===== src/rtl/rfa_pkg.sv =====
// rational fraction alu: shared types, constants and the microcode program
package rfa_pkg;

  localparam int WORD_BITS_DEF = 32;
  localparam int FIELD_BITS    = 32;
  localparam int PC_BITS       = 5;

  // operation codes of the func field
  localparam logic [1:0] F_ADD = 2'd0;
  localparam logic [1:0] F_SUB = 2'd1;
  localparam logic [1:0] F_MUL = 2'd2;
  localparam logic [1:0] F_DIV = 2'd3;

  typedef struct packed {
    logic [1:0]                   func;
    logic signed [FIELD_BITS-1:0] a_num;
    logic signed [FIELD_BITS-1:0] a_den;
    logic signed [FIELD_BITS-1:0] b_num;
    logic signed [FIELD_BITS-1:0] b_den;
  } in_word_t;

  typedef struct packed {
    logic signed [FIELD_BITS-1:0] res_num;
    logic signed [FIELD_BITS-1:0] res_den;
    logic                         div_error;
  } out_word_t;

  typedef enum logic [3:0] {
    U_MUL,
    U_DIV,
    U_REM,
    U_ADDSUB,
    U_MOV,
    U_JZ,
    U_JMP,
    U_OUT,
    U_OUT_ERR
  } uop_t;

  typedef enum logic [3:0] {
    R_AN,
    R_AD,
    R_BN,
    R_BD,
    R_X,
    R_Y,
    R_L,
    R_SA,
    R_SB,
    R_NA
  } reg_sel_t;

  typedef enum logic [1:0] {
    S_IDLE,
    S_RUN,
    S_WAIT
  } seq_state_t;

  typedef struct packed {
    uop_t               op;
    reg_sel_t           src_a;
    reg_sel_t           src_b;
    reg_sel_t           dest;
    logic               swap;
    logic [PC_BITS-1:0] target;
  } uword_t;

  typedef struct packed {
    logic start;
    uop_t op;
  } alu_req_t;

  // program entry points and jump targets
  localparam logic [PC_BITS-1:0] PC_MUL    = 5'd0;
  localparam logic [PC_BITS-1:0] PC_DIV    = 5'd3;
  localparam logic [PC_BITS-1:0] PC_ADDSUB = 5'd6;
  localparam logic [PC_BITS-1:0] PC_LOOP   = 5'd10;
  localparam logic [PC_BITS-1:0] PC_SCALE  = 5'd13;
  localparam logic [PC_BITS-1:0] PC_ERR    = 5'd24;

  function automatic uword_t mk(input uop_t op, input reg_sel_t a, input reg_sel_t b,
                                input reg_sel_t d, input logic swap,
                                input logic [PC_BITS-1:0] tgt);
    uword_t w;
    w.op     = op;
    w.src_a  = a;
    w.src_b  = b;
    w.dest   = d;
    w.swap   = swap;
    w.target = tgt;
    return w;
  endfunction

  function automatic logic [PC_BITS-1:0] rfa_entry(input logic [1:0] func);
    logic [PC_BITS-1:0] e;
    case (func)
      F_MUL:   e = PC_MUL;
      F_DIV:   e = PC_DIV;
      default: e = PC_ADDSUB;
    endcase
    return e;
  endfunction

  function automatic uword_t rfa_ucode(input logic [PC_BITS-1:0] pc);
    uword_t w;
    case (pc)
      // multiply
      5'd0:  w = mk(U_MUL,    R_AN, R_BN, R_X,  1'b0, PC_MUL);
      5'd1:  w = mk(U_MUL,    R_AD, R_BD, R_Y,  1'b0, PC_MUL);
      5'd2:  w = mk(U_OUT,    R_AN, R_AN, R_AN, 1'b0, PC_MUL);
      // divide
      5'd3:  w = mk(U_MUL,    R_AN, R_BD, R_X,  1'b0, PC_MUL);
      5'd4:  w = mk(U_MUL,    R_AD, R_BN, R_Y,  1'b0, PC_MUL);
      5'd5:  w = mk(U_OUT,    R_AN, R_AN, R_AN, 1'b0, PC_MUL);
      // add / subtract
      5'd6:  w = mk(U_JZ,     R_AD, R_AN, R_AN, 1'b0, PC_ERR);
      5'd7:  w = mk(U_JZ,     R_BD, R_AN, R_AN, 1'b0, PC_ERR);
      5'd8:  w = mk(U_MOV,    R_AD, R_AN, R_X,  1'b0, PC_MUL);
      5'd9:  w = mk(U_MOV,    R_BD, R_AN, R_Y,  1'b0, PC_MUL);
      // euclid loop: x <= y, y <= x rem y
      5'd10: w = mk(U_JZ,     R_Y,  R_AN, R_AN, 1'b0, PC_SCALE);
      5'd11: w = mk(U_REM,    R_X,  R_Y,  R_Y,  1'b1, PC_MUL);
      5'd12: w = mk(U_JMP,    R_AN, R_AN, R_AN, 1'b0, PC_LOOP);
      5'd13: w = mk(U_MUL,    R_AD, R_BD, R_L,  1'b0, PC_MUL);
      5'd14: w = mk(U_DIV,    R_L,  R_X,  R_L,  1'b0, PC_MUL);
      5'd15: w = mk(U_DIV,    R_L,  R_AD, R_SA, 1'b0, PC_MUL);
      5'd16: w = mk(U_DIV,    R_L,  R_BD, R_SB, 1'b0, PC_MUL);
      5'd17: w = mk(U_JZ,     R_SA, R_AN, R_AN, 1'b0, PC_ERR);
      5'd18: w = mk(U_JZ,     R_SB, R_AN, R_AN, 1'b0, PC_ERR);
      5'd19: w = mk(U_MUL,    R_AN, R_SA, R_NA, 1'b0, PC_MUL);
      5'd20: w = mk(U_MUL,    R_BN, R_SB, R_X,  1'b0, PC_MUL);
      5'd21: w = mk(U_ADDSUB, R_NA, R_X,  R_X,  1'b0, PC_MUL);
      5'd22: w = mk(U_MUL,    R_AD, R_SA, R_Y,  1'b0, PC_MUL);
      5'd23: w = mk(U_OUT,    R_AN, R_AN, R_AN, 1'b0, PC_MUL);
      default: w = mk(U_OUT_ERR, R_AN, R_AN, R_AN, 1'b0, PC_MUL);
    endcase
    return w;
  endfunction

endpackage


===== src/rtl/rfa_alu.sv =====
// rational fraction alu: iterative multiply and truncating divide / remainder unit
module rfa_alu
  import rfa_pkg::*;
#(
  parameter int WORD_BITS = WORD_BITS_DEF
) (
  input  logic                 clk,
  input  logic                 rst,
  input  alu_req_t             req,
  input  logic [WORD_BITS-1:0] a,
  input  logic [WORD_BITS-1:0] b,
  output logic                 done,
  output logic [WORD_BITS-1:0] result
);

  localparam int CHUNK     = (WORD_BITS < 16) ? WORD_BITS : 16;
  localparam int MUL_STEPS = (WORD_BITS + CHUNK - 1) / CHUNK;
  localparam int CW        = $clog2(WORD_BITS + 1);

  logic                 busy;
  uop_t                 op;
  logic [CW-1:0]        cnt;
  logic [WORD_BITS-1:0] mc;
  logic [WORD_BITS-1:0] mp;
  logic [WORD_BITS-1:0] acc;
  logic [WORD_BITS-1:0] rem;
  logic [WORD_BITS-1:0] quo;
  logic [WORD_BITS-1:0] dvs;
  logic                 neg_q;
  logic                 neg_r;

  logic [WORD_BITS-1:0] mag_a;
  logic [WORD_BITS-1:0] mag_b;
  logic [WORD_BITS-1:0] part;
  logic [WORD_BITS:0]   r2;
  logic                 ge;
  logic [WORD_BITS:0]   r2_sub;
  logic                 last;

  assign mag_a  = a[WORD_BITS-1] ? -a : a;
  assign mag_b  = b[WORD_BITS-1] ? -b : b;
  assign part   = mc * WORD_BITS'(mp[CHUNK-1:0]);
  assign r2     = {rem, quo[WORD_BITS-1]};
  assign ge     = (r2 >= {1'b0, dvs});
  assign r2_sub = r2 - {1'b0, dvs};
  assign last   = (op == U_MUL) ? (cnt == CW'(MUL_STEPS - 1)) : (cnt == CW'(WORD_BITS - 1));

  always_ff @(posedge clk) begin
    if (rst) begin
      busy <= 1'b0;
      done <= 1'b0;
    end else begin
      done <= busy && last;
      if (req.start) begin
        busy <= 1'b1;
      end else if (busy && last) begin
        busy <= 1'b0;
      end
    end
  end

  always_ff @(posedge clk) begin
    if (req.start) begin
      op    <= req.op;
      cnt   <= '0;
      mc    <= a;
      mp    <= b;
      acc   <= '0;
      rem   <= '0;
      quo   <= mag_a;
      dvs   <= mag_b;
      neg_q <= a[WORD_BITS-1] ^ b[WORD_BITS-1];
      neg_r <= a[WORD_BITS-1];
    end else if (busy) begin
      cnt <= cnt + 1'b1;
      if (op == U_MUL) begin
        acc <= acc + part;
        mc  <= mc << CHUNK;
        mp  <= mp >> CHUNK;
      end else begin
        // restoring step, one quotient bit
        rem <= ge ? r2_sub[WORD_BITS-1:0] : r2[WORD_BITS-1:0];
        quo <= {quo[WORD_BITS-2:0], ge};
      end
    end
  end

  always_comb begin
    case (op)
      U_DIV:   result = neg_q ? -quo : quo;
      U_REM:   result = neg_r ? -rem : rem;
      default: result = acc;
    endcase
  end

endmodule


===== src/rtl/rational_fraction_alu_top.sv =====
// rational fraction alu: microcoded sequencer, operand registers and result register
// multiply and divide take two products each; add/subtract runs a euclid remainder loop,
// then three divides and four products with control steps between; a zero denominator or
// scale factor ends the add/subtract early with an error result
// one word at a time, the next taken in the cycle after the result loads; a held result stalls it
// synchronous reset clears the sequencer and the result valid flag, not the data registers
module rational_fraction_alu_top
  import rfa_pkg::*;
#(
  parameter int WORD_BITS = WORD_BITS_DEF
) (
  input  logic      clk,
  input  logic      rst,
  input  logic      req_valid,
  output logic      req_ready,
  input  in_word_t  req,
  output logic      rsp_valid,
  input  logic      rsp_ready,
  output out_word_t rsp
);

  seq_state_t           state;
  seq_state_t           state_next;
  logic [PC_BITS-1:0]   pc;
  logic [PC_BITS-1:0]   pc_next;
  logic                 sub;
  logic [WORD_BITS-1:0] an, ad, bn, bd, x, y, l, sa, sb, na;

  uword_t               uw;
  logic [WORD_BITS-1:0] opa;
  logic [WORD_BITS-1:0] opb;
  logic                 req_acc;
  logic                 slot_free;
  logic                 is_unit;
  logic                 is_out;
  logic                 wr_en;
  logic [WORD_BITS-1:0] wr_val;
  logic                 out_load;
  alu_req_t             alu_req;
  logic                 alu_done;
  logic [WORD_BITS-1:0] alu_res;

  assign uw        = rfa_ucode(pc);
  assign req_acc   = req_valid && req_ready;
  assign slot_free = !rsp_valid || rsp_ready;
  assign is_unit   = (uw.op == U_MUL) || (uw.op == U_DIV) || (uw.op == U_REM);
  assign is_out    = (uw.op == U_OUT) || (uw.op == U_OUT_ERR);

  always_comb begin
    case (uw.src_a)
      R_AN:    opa = an;
      R_AD:    opa = ad;
      R_BN:    opa = bn;
      R_BD:    opa = bd;
      R_X:     opa = x;
      R_Y:     opa = y;
      R_L:     opa = l;
      R_SA:    opa = sa;
      R_SB:    opa = sb;
      R_NA:    opa = na;
      default: opa = an;
    endcase
  end

  always_comb begin
    case (uw.src_b)
      R_AN:    opb = an;
      R_AD:    opb = ad;
      R_BN:    opb = bn;
      R_BD:    opb = bd;
      R_X:     opb = x;
      R_Y:     opb = y;
      R_L:     opb = l;
      R_SA:    opb = sa;
      R_SB:    opb = sb;
      R_NA:    opb = na;
      default: opb = an;
    endcase
  end

  // next state
  always_comb begin
    state_next = state;
    case (state)
      S_IDLE: begin
        if (req_acc) state_next = S_RUN;
      end
      S_RUN: begin
        if (is_unit) state_next = S_WAIT;
        else if (is_out && slot_free) state_next = S_IDLE;
      end
      S_WAIT: begin
        if (alu_done) state_next = S_RUN;
      end
      default: state_next = S_IDLE;
    endcase
  end

  // sequencer outputs
  always_comb begin
    req_ready     = (state == S_IDLE);
    alu_req.start = 1'b0;
    alu_req.op    = uw.op;
    wr_en         = 1'b0;
    wr_val        = alu_res;
    out_load      = 1'b0;
    pc_next       = pc;
    case (state)
      S_IDLE: begin
        if (req_acc) pc_next = rfa_entry(req.func);
      end
      S_RUN: begin
        case (uw.op)
          U_MUL, U_DIV, U_REM: alu_req.start = 1'b1;
          U_ADDSUB: begin
            wr_en   = 1'b1;
            wr_val  = sub ? (opa - opb) : (opa + opb);
            pc_next = pc + 1'b1;
          end
          U_MOV: begin
            wr_en   = 1'b1;
            wr_val  = opa;
            pc_next = pc + 1'b1;
          end
          U_JZ:      pc_next = (opa == '0) ? uw.target : pc + 1'b1;
          U_JMP:     pc_next = uw.target;
          U_OUT, U_OUT_ERR: out_load = slot_free;
          default:   pc_next = pc;
        endcase
      end
      S_WAIT: begin
        if (alu_done) begin
          wr_en   = 1'b1;
          pc_next = pc + 1'b1;
        end
      end
      default: pc_next = pc;
    endcase
  end

  always_ff @(posedge clk) begin
    if (rst) begin
      state     <= S_IDLE;
      pc        <= '0;
      rsp_valid <= 1'b0;
    end else begin
      state <= state_next;
      pc    <= pc_next;
      if (out_load) rsp_valid <= 1'b1;
      else if (rsp_ready) rsp_valid <= 1'b0;
    end
  end

  always_ff @(posedge clk) begin
    if (req_acc) begin
      an  <= WORD_BITS'(req.a_num);
      ad  <= WORD_BITS'(req.a_den);
      bn  <= WORD_BITS'(req.b_num);
      bd  <= WORD_BITS'(req.b_den);
      sub <= (req.func == F_SUB);
    end
    if (wr_en) begin
      case (uw.dest)
        R_X:     x  <= wr_val;
        R_Y:     y  <= wr_val;
        R_L:     l  <= wr_val;
        R_SA:    sa <= wr_val;
        R_SB:    sb <= wr_val;
        R_NA:    na <= wr_val;
        default: na <= na;
      endcase
      // euclid step moves the old divisor down
      if (uw.swap) x <= y;
    end
    if (out_load) begin
      if (uw.op == U_OUT_ERR) begin
        rsp.res_num   <= '0;
        rsp.res_den   <= '0;
        rsp.div_error <= 1'b1;
      end else begin
        rsp.res_num   <= FIELD_BITS'(signed'(x));
        rsp.res_den   <= FIELD_BITS'(signed'(y));
        rsp.div_error <= 1'b0;
      end
    end
  end

  rfa_alu #(
    .WORD_BITS(WORD_BITS)
  ) u_alu (
    .clk   (clk),
    .rst   (rst),
    .req   (alu_req),
    .a     (opa),
    .b     (opb),
    .done  (alu_done),
    .result(alu_res)
  );

`ifndef SYNTH
  a_done_in_wait: assert property (@(posedge clk) disable iff (rst)
    alu_done |-> state == S_WAIT)
    else $error("unit finished outside a wait step");

  a_start_in_run: assert property (@(posedge clk) disable iff (rst)
    alu_req.start |-> state == S_RUN && is_unit)
    else $error("unit started by a non-arithmetic step");

  a_no_overwrite: assert property (@(posedge clk) disable iff (rst)
    out_load |-> !(rsp_valid && !rsp_ready))
    else $error("result register overwritten while held");

  a_err_zero: assert property (@(posedge clk) disable iff (rst)
    rsp_valid && rsp.div_error |-> rsp.res_num == '0 && rsp.res_den == '0)
    else $error("error result with nonzero fraction");
`endif

endmodule

===== config.mk =====
export PLATFORM = sky130hd
export DESIGN_NAME = rational_fraction_alu_top
export DESIGN_NICKNAME = d
export VERILOG_FILES = /design/src/rtl/rfa_pkg.sv /design/src/rtl/rfa_alu.sv /design/src/rtl/rational_fraction_alu_top.sv
export SDC_FILE = /design/constraint.sdc
export NUM_CORES = 2
export LEC_CHECK = 0
export ABC_AREA = 1
export BUFFER_PORTS_ARGS = -buffer_cell sky130_fd_sc_hd__buf_4
export CAP_MARGIN = 20
export CORE_ASPECT_RATIO = 0.5
export CORE_MARGIN = 1
export CORE_UTILIZATION = 66
export DETAILED_ROUTE_END_ITERATION = 7
export GPL_ROUTABILITY_DRIVEN = 1
export PLACE_DENSITY_LB_ADDON = 0.08
export SLEW_MARGIN = 40
export SYNTH_ARGS = -nofsm -noshare
export SYNTH_HDL_FRONTEND = slang
export SYNTH_HIERARCHICAL = 1
export SYNTH_SLANG_ARGS = --single-unit

===== constraint.sdc =====
create_clock -name clk -period 12.4 [get_ports clk]
set_input_delay 1.86 -clock clk [delete_from_list [all_inputs] [get_ports clk]]
set_output_delay 1.86 -clock clk [all_outputs]
set_load 0.03 [all_outputs]

### Word level (Yosys, flattened, before mapping)

Memory sizes are Yosys's and may differ from the RTL's. A register that Yosys moved wholly into a read port is not among the register bits.
Cells that the tools add are included.
Widths: inputs -> output; s select.

| word-level totals | value |
|---|---|
| bits of input ports | 134 |
| flip-flop bits (word level) | 600 |
| logic and storage cells | 172 |
| memories | 1 |
| ROM bits | 704 |

Memories:

| memory | words | bits a word | rd ports | clocked after memory_dff | wr ports | line | text |
|---|---|---|---|---|---|---|---|
| (name not given) | 32 | 22 | 1 | 1 | 0 | rfa_pkg.sv:106 | `case (pc)` |

| operators by class | value |
|---|---|
| bitwise operators | 2 |
| add/sub/neg operators | 10 |
| reductions and logical operators | 33 |
| equal/unequal tests | 46 |
| multiply operators | 1 |
| $lt $le $gt $ge | 1 |
| muxes and demuxes | 48 |

Operators by type and width:

| operator | number |
|---|---|
| $pmux 32 s9 | 2 |
| $mux 32 | 17 |
| $neg 32->32 | 4 |
| $pmux 32 s2 | 2 |
| $add 32x32->32 | 2 |
| $eq 4x3->1 const B | 16 |
| $sub 32x32->32 | 2 |
| $ge 33x32->1 | 1 |
| $logic_not 32->1 | 1 |
| $mul 32x16->32 | 1 |
| $mux 31 | 1 |
| $pmux 5 s3 | 2 |
| $eq 4x2->1 const B | 7 |
| $eq 4x4->1 const B | 7 |
| $mux 5 | 5 |
| $reduce_and 2->1 | 10 |
| $eq 4x1->1 const B | 4 |
| $mux 1 | 12 |
| $reduce_bool 2->1 | 5 |
| $logic_not 4->1 | 2 |
| $mux 2 | 4 |
| $add 6x1->6 const B | 1 |
| $eq 2x2->1 const B | 3 |
| $eq 6x1->1 const B | 1 |
| other kinds (21) | 29 |

### Logic depth before layout (Yosys ltp)

| depth | value |
|---|---|
| depth after elaboration | 8 |
| depth in mapped cells | 37 |
| gate-level depth less buffers | 36 |

### Modules after synthesis

Netlist, hierarchy kept.

By module, submodules not included:

| module | area each (um^2) | instances | seq. area each (um^2) | cells each |
|---|---|---|---|---|
| rfa_alu | 27,263.6 | 1 | 5,465.2 | 3,710 |
| rational_fraction_alu_top | 22,680.5 | 1 | 12,171.7 | 2,640 |

### Worst setup path after synthesis

OpenSTA, ideal clock, no wires.

| timing path | value |
|---|---|
| path kind | register to register |
| start | register u_alu.mp[2] |
| end | register u_alu.acc[17] |
| library setup time | 115 ps |
| data arrival time | 5,452 ps |
| cell stages (with the launch flop) | 25 |
| required time | 12,285 ps |
| path slack | 6,832 ps |
| buffers on the path | 2 |
| cells stage by stage | edfxtp_1 clkbuf_1 buf_1 nand2_1 fa_1 fa_1 inv_1 fa_1 inv_1 fa_1 inv_1 fa_1 inv_1 fa_1 inv_1 ha_1 nand2_1 nor2_1 nand3_1 nand2_1 inv_1 o21a_1 xnor2_1 o21ai_0 inv_1 |

| on the way | value |
|---|---|
| cells in the longest elaborated chain, start to end | 2 |

Ends and longest elaborated chain:

| what | line | text |
|---|---|---|
| start, declared | rfa_alu.sv:24 | `logic [WORD_BITS-1:0] mp;` |
| start signal, assigned | rfa_alu.sv:79 | `mp <= mp >> CHUNK;` |
| $mul 32x16->32 | rfa_alu.sv:42 | `assign part = mc * WORD_BITS'(mp[CHUNK-1:0]);` |
| $add 32x32->32 | rfa_alu.sv:77 | `acc <= acc + part;` |
| end signal, assigned | rfa_alu.sv:77 |  |
| end, declared | rfa_alu.sv:25 | `logic [WORD_BITS-1:0] acc;` |

Every way passes these cells.
A chain may end at the register's enable or synchronous reset.

### Worst setup path after layout

| timing path | value |
|---|---|
| start | register uw[11] (netlist name) |
| end | register x[27], data pin |

| on the way | value |
|---|---|
| cells in the longest elaborated chain, start to end | 8 |

Ends and longest elaborated chain:

| what | line | text |
|---|---|---|
| $eq 4x4->1, or another cell as far along | rational_fraction_alu_top.sv:66 | `case (uw.src_b)` |
| $pmux 32 s9 * | rational_fraction_alu_top.sv:66 |  |
| via opb[3] | rational_fraction_alu_top.sv:31 | `logic [WORD_BITS-1:0] opb;` |
| $add 32x32->32 / $sub 32x32->32 (equally long branches) | rational_fraction_alu_top.sv:117 | `wr_val = sub ? (opa - opb) : (opa + opb);` |
| $mux 32 * | rational_fraction_alu_top.sv:117 |  |
| $pmux 32 s2 * | rational_fraction_alu_top.sv:113 | `case (uw.op)` |
| $mux 32 * | rational_fraction_alu_top.sv:108 | `case (state)` |
| via wr_val[27] | rational_fraction_alu_top.sv:37 | `logic [WORD_BITS-1:0] wr_val;` |
| $mux 32 * | rational_fraction_alu_top.sv:163 | `case (uw.dest)` |
| $mux 32 * | rational_fraction_alu_top.sv:173 | `if (uw.swap) x <= y;` |
| end signal, assigned | rational_fraction_alu_top.sv:164 | `R_X: x <= wr_val;` |
| end signal, assigned | rational_fraction_alu_top.sv:173 |  |
| end, declared | rational_fraction_alu_top.sv:27 | `logic [WORD_BITS-1:0] an, ad, bn, bd, x, y, l, sa, sb, na;` |

Mark *: on every way through the listed nets, which the timed path passes. The rest lies on a longest branch. The select of a mux whose other input is x is not followed.

==> results.py <==
metrics = {
    "clock_tree": {
        "clockBufferDepth": 3,
        "cts_buffers": 56,
        "root_buffer": "clkbuf_16",
        "htreeDepth": 2,
        "cts_resized": 0,
        "cts_hold_buf": 0,
        "insertion_delay_ns": 0.70,
        "post_cts_buffers": 0,
        "cts_tree": "yes",
        "clock_sinks": 621,
        "path_clk_slew_ns": 0.07,
    },
    "setup_path": {
        "worst_setup_path_end_kind": "flip-flop",
        "worstSetupPathType": "flip-flop to flip-flop",
        "worst_path_max_delay_cell": "nand4_1",
        "arrival_ns": 7.20,
        "worst-path-max-fanout": 25,
        "startpoint_type": "flip-flop",
        "required_ns": 12.82,
        "cpMostUsedCell": "nand2_1",
        "critical_path.max_stage_delay_ns": 0.61,
    },
    "yosys": {
        "synth_top_family_by_area": "simple AND/OR/NAND/NOR gates",
        "synthesis.area_um2": 49900,
        "yosysUniqueCellTypes": 71,
        "synthAdderAreaFrac_pct": 17.2,
        "synth_edf_count": 520,
        "avgSynthCellArea_um2": 7.87,
        "ys_warn_count": 6,
        "ys_ff_latch": 621,
        "yosysSeqAreaShare_pct": 35.3,
        "synth_compound_area_share_pct": 8.99,
        "ys.flop_type": "edfxtp_1",
        "synth_nets": 6970,
        "synth.area.top_cells": "edfxtp_1, fa_1, nand2_1",
        "yosys.area.top_type": "edfxtp_1",
        "synth_top_area_share_pct": 31.3,
        "async_flop_share_pct": 0,
        "synthMuxAreaShare_pct": 0,
        "syn-instance-count": 6350,
        "synth_xor_area_share_pct": 2.75,
        "yosys.area_share.simple_pct": 24.5,
    },
    "place": {
        "port_buffers": 200,
        "post-place-ws_ns": 6.07,
        "place_hpwl_um": 127000,
        "gp_congestion": 1.08,
    },
    "finish": {
        "fin_util_pct": 73.7,
        "nNetsFinal": 7072,
        "n_fill_cell": 5548,
        "multiInputGateArea_um2": 26800,
        "drive_gt1_share_pct": 8.08,
        "final-seq-area_um2": 17600,
        "syn_to_final_growth_pct": 9.07,
    },
    "sta": {
        "post-route-period-util_pct": 54.7,
        "hold_viol": 0,
        "finalMaxSlewViolations": 0,
        "rsz0062_at_grt": "false",
        "tns_ns": 0,
        "fin_ws_ns": 5.62,
        "worst_pin_slew_ns": 0.910,
        "clock.fmax_ghz": 0.147,
        "skew_ns": 0.0612,
        "final.min_clock_period_ns": 6.78,
        "slew_headroom_pct": 39.4,
        "setup-violations-final": 0,
    },
    "grt": {
        "grt_pass1_vias": 45400,
        "grtUsageMet1_pct": 58.0,
        "grt_usage_pct": 44.4,
        "grt_max_degree": 84,
        "overflow": 0,
        "top_usage_layer": "met2",
        "grt_pass1_wl_um": 258000,
        "grt_antenna_before_repair": 14,
        "met2_usage_pct": 66.7,
        "met3_usage_pct": 15.2,
    },
    "floorplanning": {
        "start_util_pct": 67.6,
        "ios": 201,
        "die_h_um": 197,
        "dieArea_um2": 76800,
        "die_x_um": 391,
        "coreArea_um2": 73900,
        "placementRows": 70,
    },
    "route": {
        "drtIter0Drc": 7274,
        "routed_wirelength_um": 171000,
        "drcViolationCount": 1,
        "antenna_left": 0,
        "vias": 46500,
        "wl_per_cell_um": 22.8,
        "first_pass_iters": 8,
        "via_per_inst": 6.20,
    },
    "flow_run": {
        "maxCapViolations": 0,
    },
    "hold_path": {
        "hold_path_class": "flip-flop to flip-flop",
    },
    "outcome": {
        "violations": "DRC",
        "status": "complete, but fails checks",
    },
}
==> cells in the final DEF, fill, tap and decap left out, types with 27 or more instances in the layout <==
cell type	count
o22ai_1	58
inv_1	1198
a21oi_1	192
fa_1	336
nand4_1	56
a22o_1	33
o211ai_1	38
nor3_1	42
xor2_1	103
o21ai_0	249
a31oi_1	27
buf_4	266
clkbuf_16	56
dfxtp_1	101
edfxtp_1	520
nand2_1	1607
ha_1	150
xnor2_1	54
nor2_1	498
nand3_1	531
==> stage by stage <==
step	cells	area, µm²	hold slack, ns
4_1_cts	7490	54300	0.491
5_1_grt	7504	54500	0.513
3_5_place_dp	7390	52500	0.462
6_report	7506	54500	0.488
3_3_place_gp	7379	52300	0.440
2_1_floorplan	6350	49900	0.422
==> cell usage after synthesis, drive strengths merged (101+ instances only) <==
master and n:
edfxtp 520, xor2 103, nor2 532, clkbuf 169
o21ai 265, fa 336, nand2 1627, dfxtp 101
nand3 534, inv 1210, a21oi 200, ha 150
==> kinds of logic after synthesis <==
family	Yosys count
AND/OR/NAND/NOR	2887
flip-flops	621
buffers and inverters	1463
adder cells (fa/ha/maj)	486
XOR/XNOR	157
AO/OA/AOI/OAI	736
==> layout make-up <==
cell class                 instances  share of cell area (%)
timing repair buffer             290                    4.23
inverter                        1217                    8.40
tap                             1008                    2.32
clock inverter                    30                   0.696
antenna                            4                  0.0184
multi-input combinational       4266                    49.3
sequential                       621                    32.4
clock buffer                      70                    2.71
==> worst paths after layout <==
check,startpoint,cells past startpoint,slack [ns],endpoint
max,uw[11],31,5.62,x[27]
min,u_alu/cnt[5],1,0.49,u_alu/cnt[5]
max reg2reg,uw[11],31,5.62,x[27]
min reg2reg,u_alu/cnt[5],1,0.49,u_alu/cnt[5]
==> critical path, delay by kind of cell, from the launching register on <==
family,cells,cell delay [ns]
adder cells (fa/ha/maj),1,0.31
buffers and inverters,3,0.68
AND/OR/NAND/NOR,18,3.70
AO/OA/AOI/OAI,8,1.27
XOR/XNOR,1,0.17
flip-flops,1,0.34
==> flip-flops by register name, summed over array words and instances, names as in the netlist, 2 cells and up <==
| name | cells |
|---|---|
| rsp | 65 |
| x | 32 |
| na | 32 |
| sa | 32 |
| u_alu/cnt | 6 |
| u_alu/mc | 32 |
| bd | 32 |
| u_alu/acc | 32 |
| l | 32 |
| state | 2 |
| bn | 32 |
| u_alu/mp | 32 |
| y | 32 |
| uw | 21 |
| u_alu/dvs | 32 |
| an | 32 |
| pc | 5 |
| ad | 32 |
| u_alu/op | 4 |
| sb | 32 |
| u_alu/quo | 32 |
| u_alu/rem | 32 |
==> layer usage <==
metal	vias up	share of wire (%)
li1	20400	-
met1	21800	36
met2	3643	43
met3	733	16
met4	14	4.9
met5	-	0.074
Power is not shown: default switching activity piles up to over one toggle a cycle in this logic, so the estimate is an artifact.
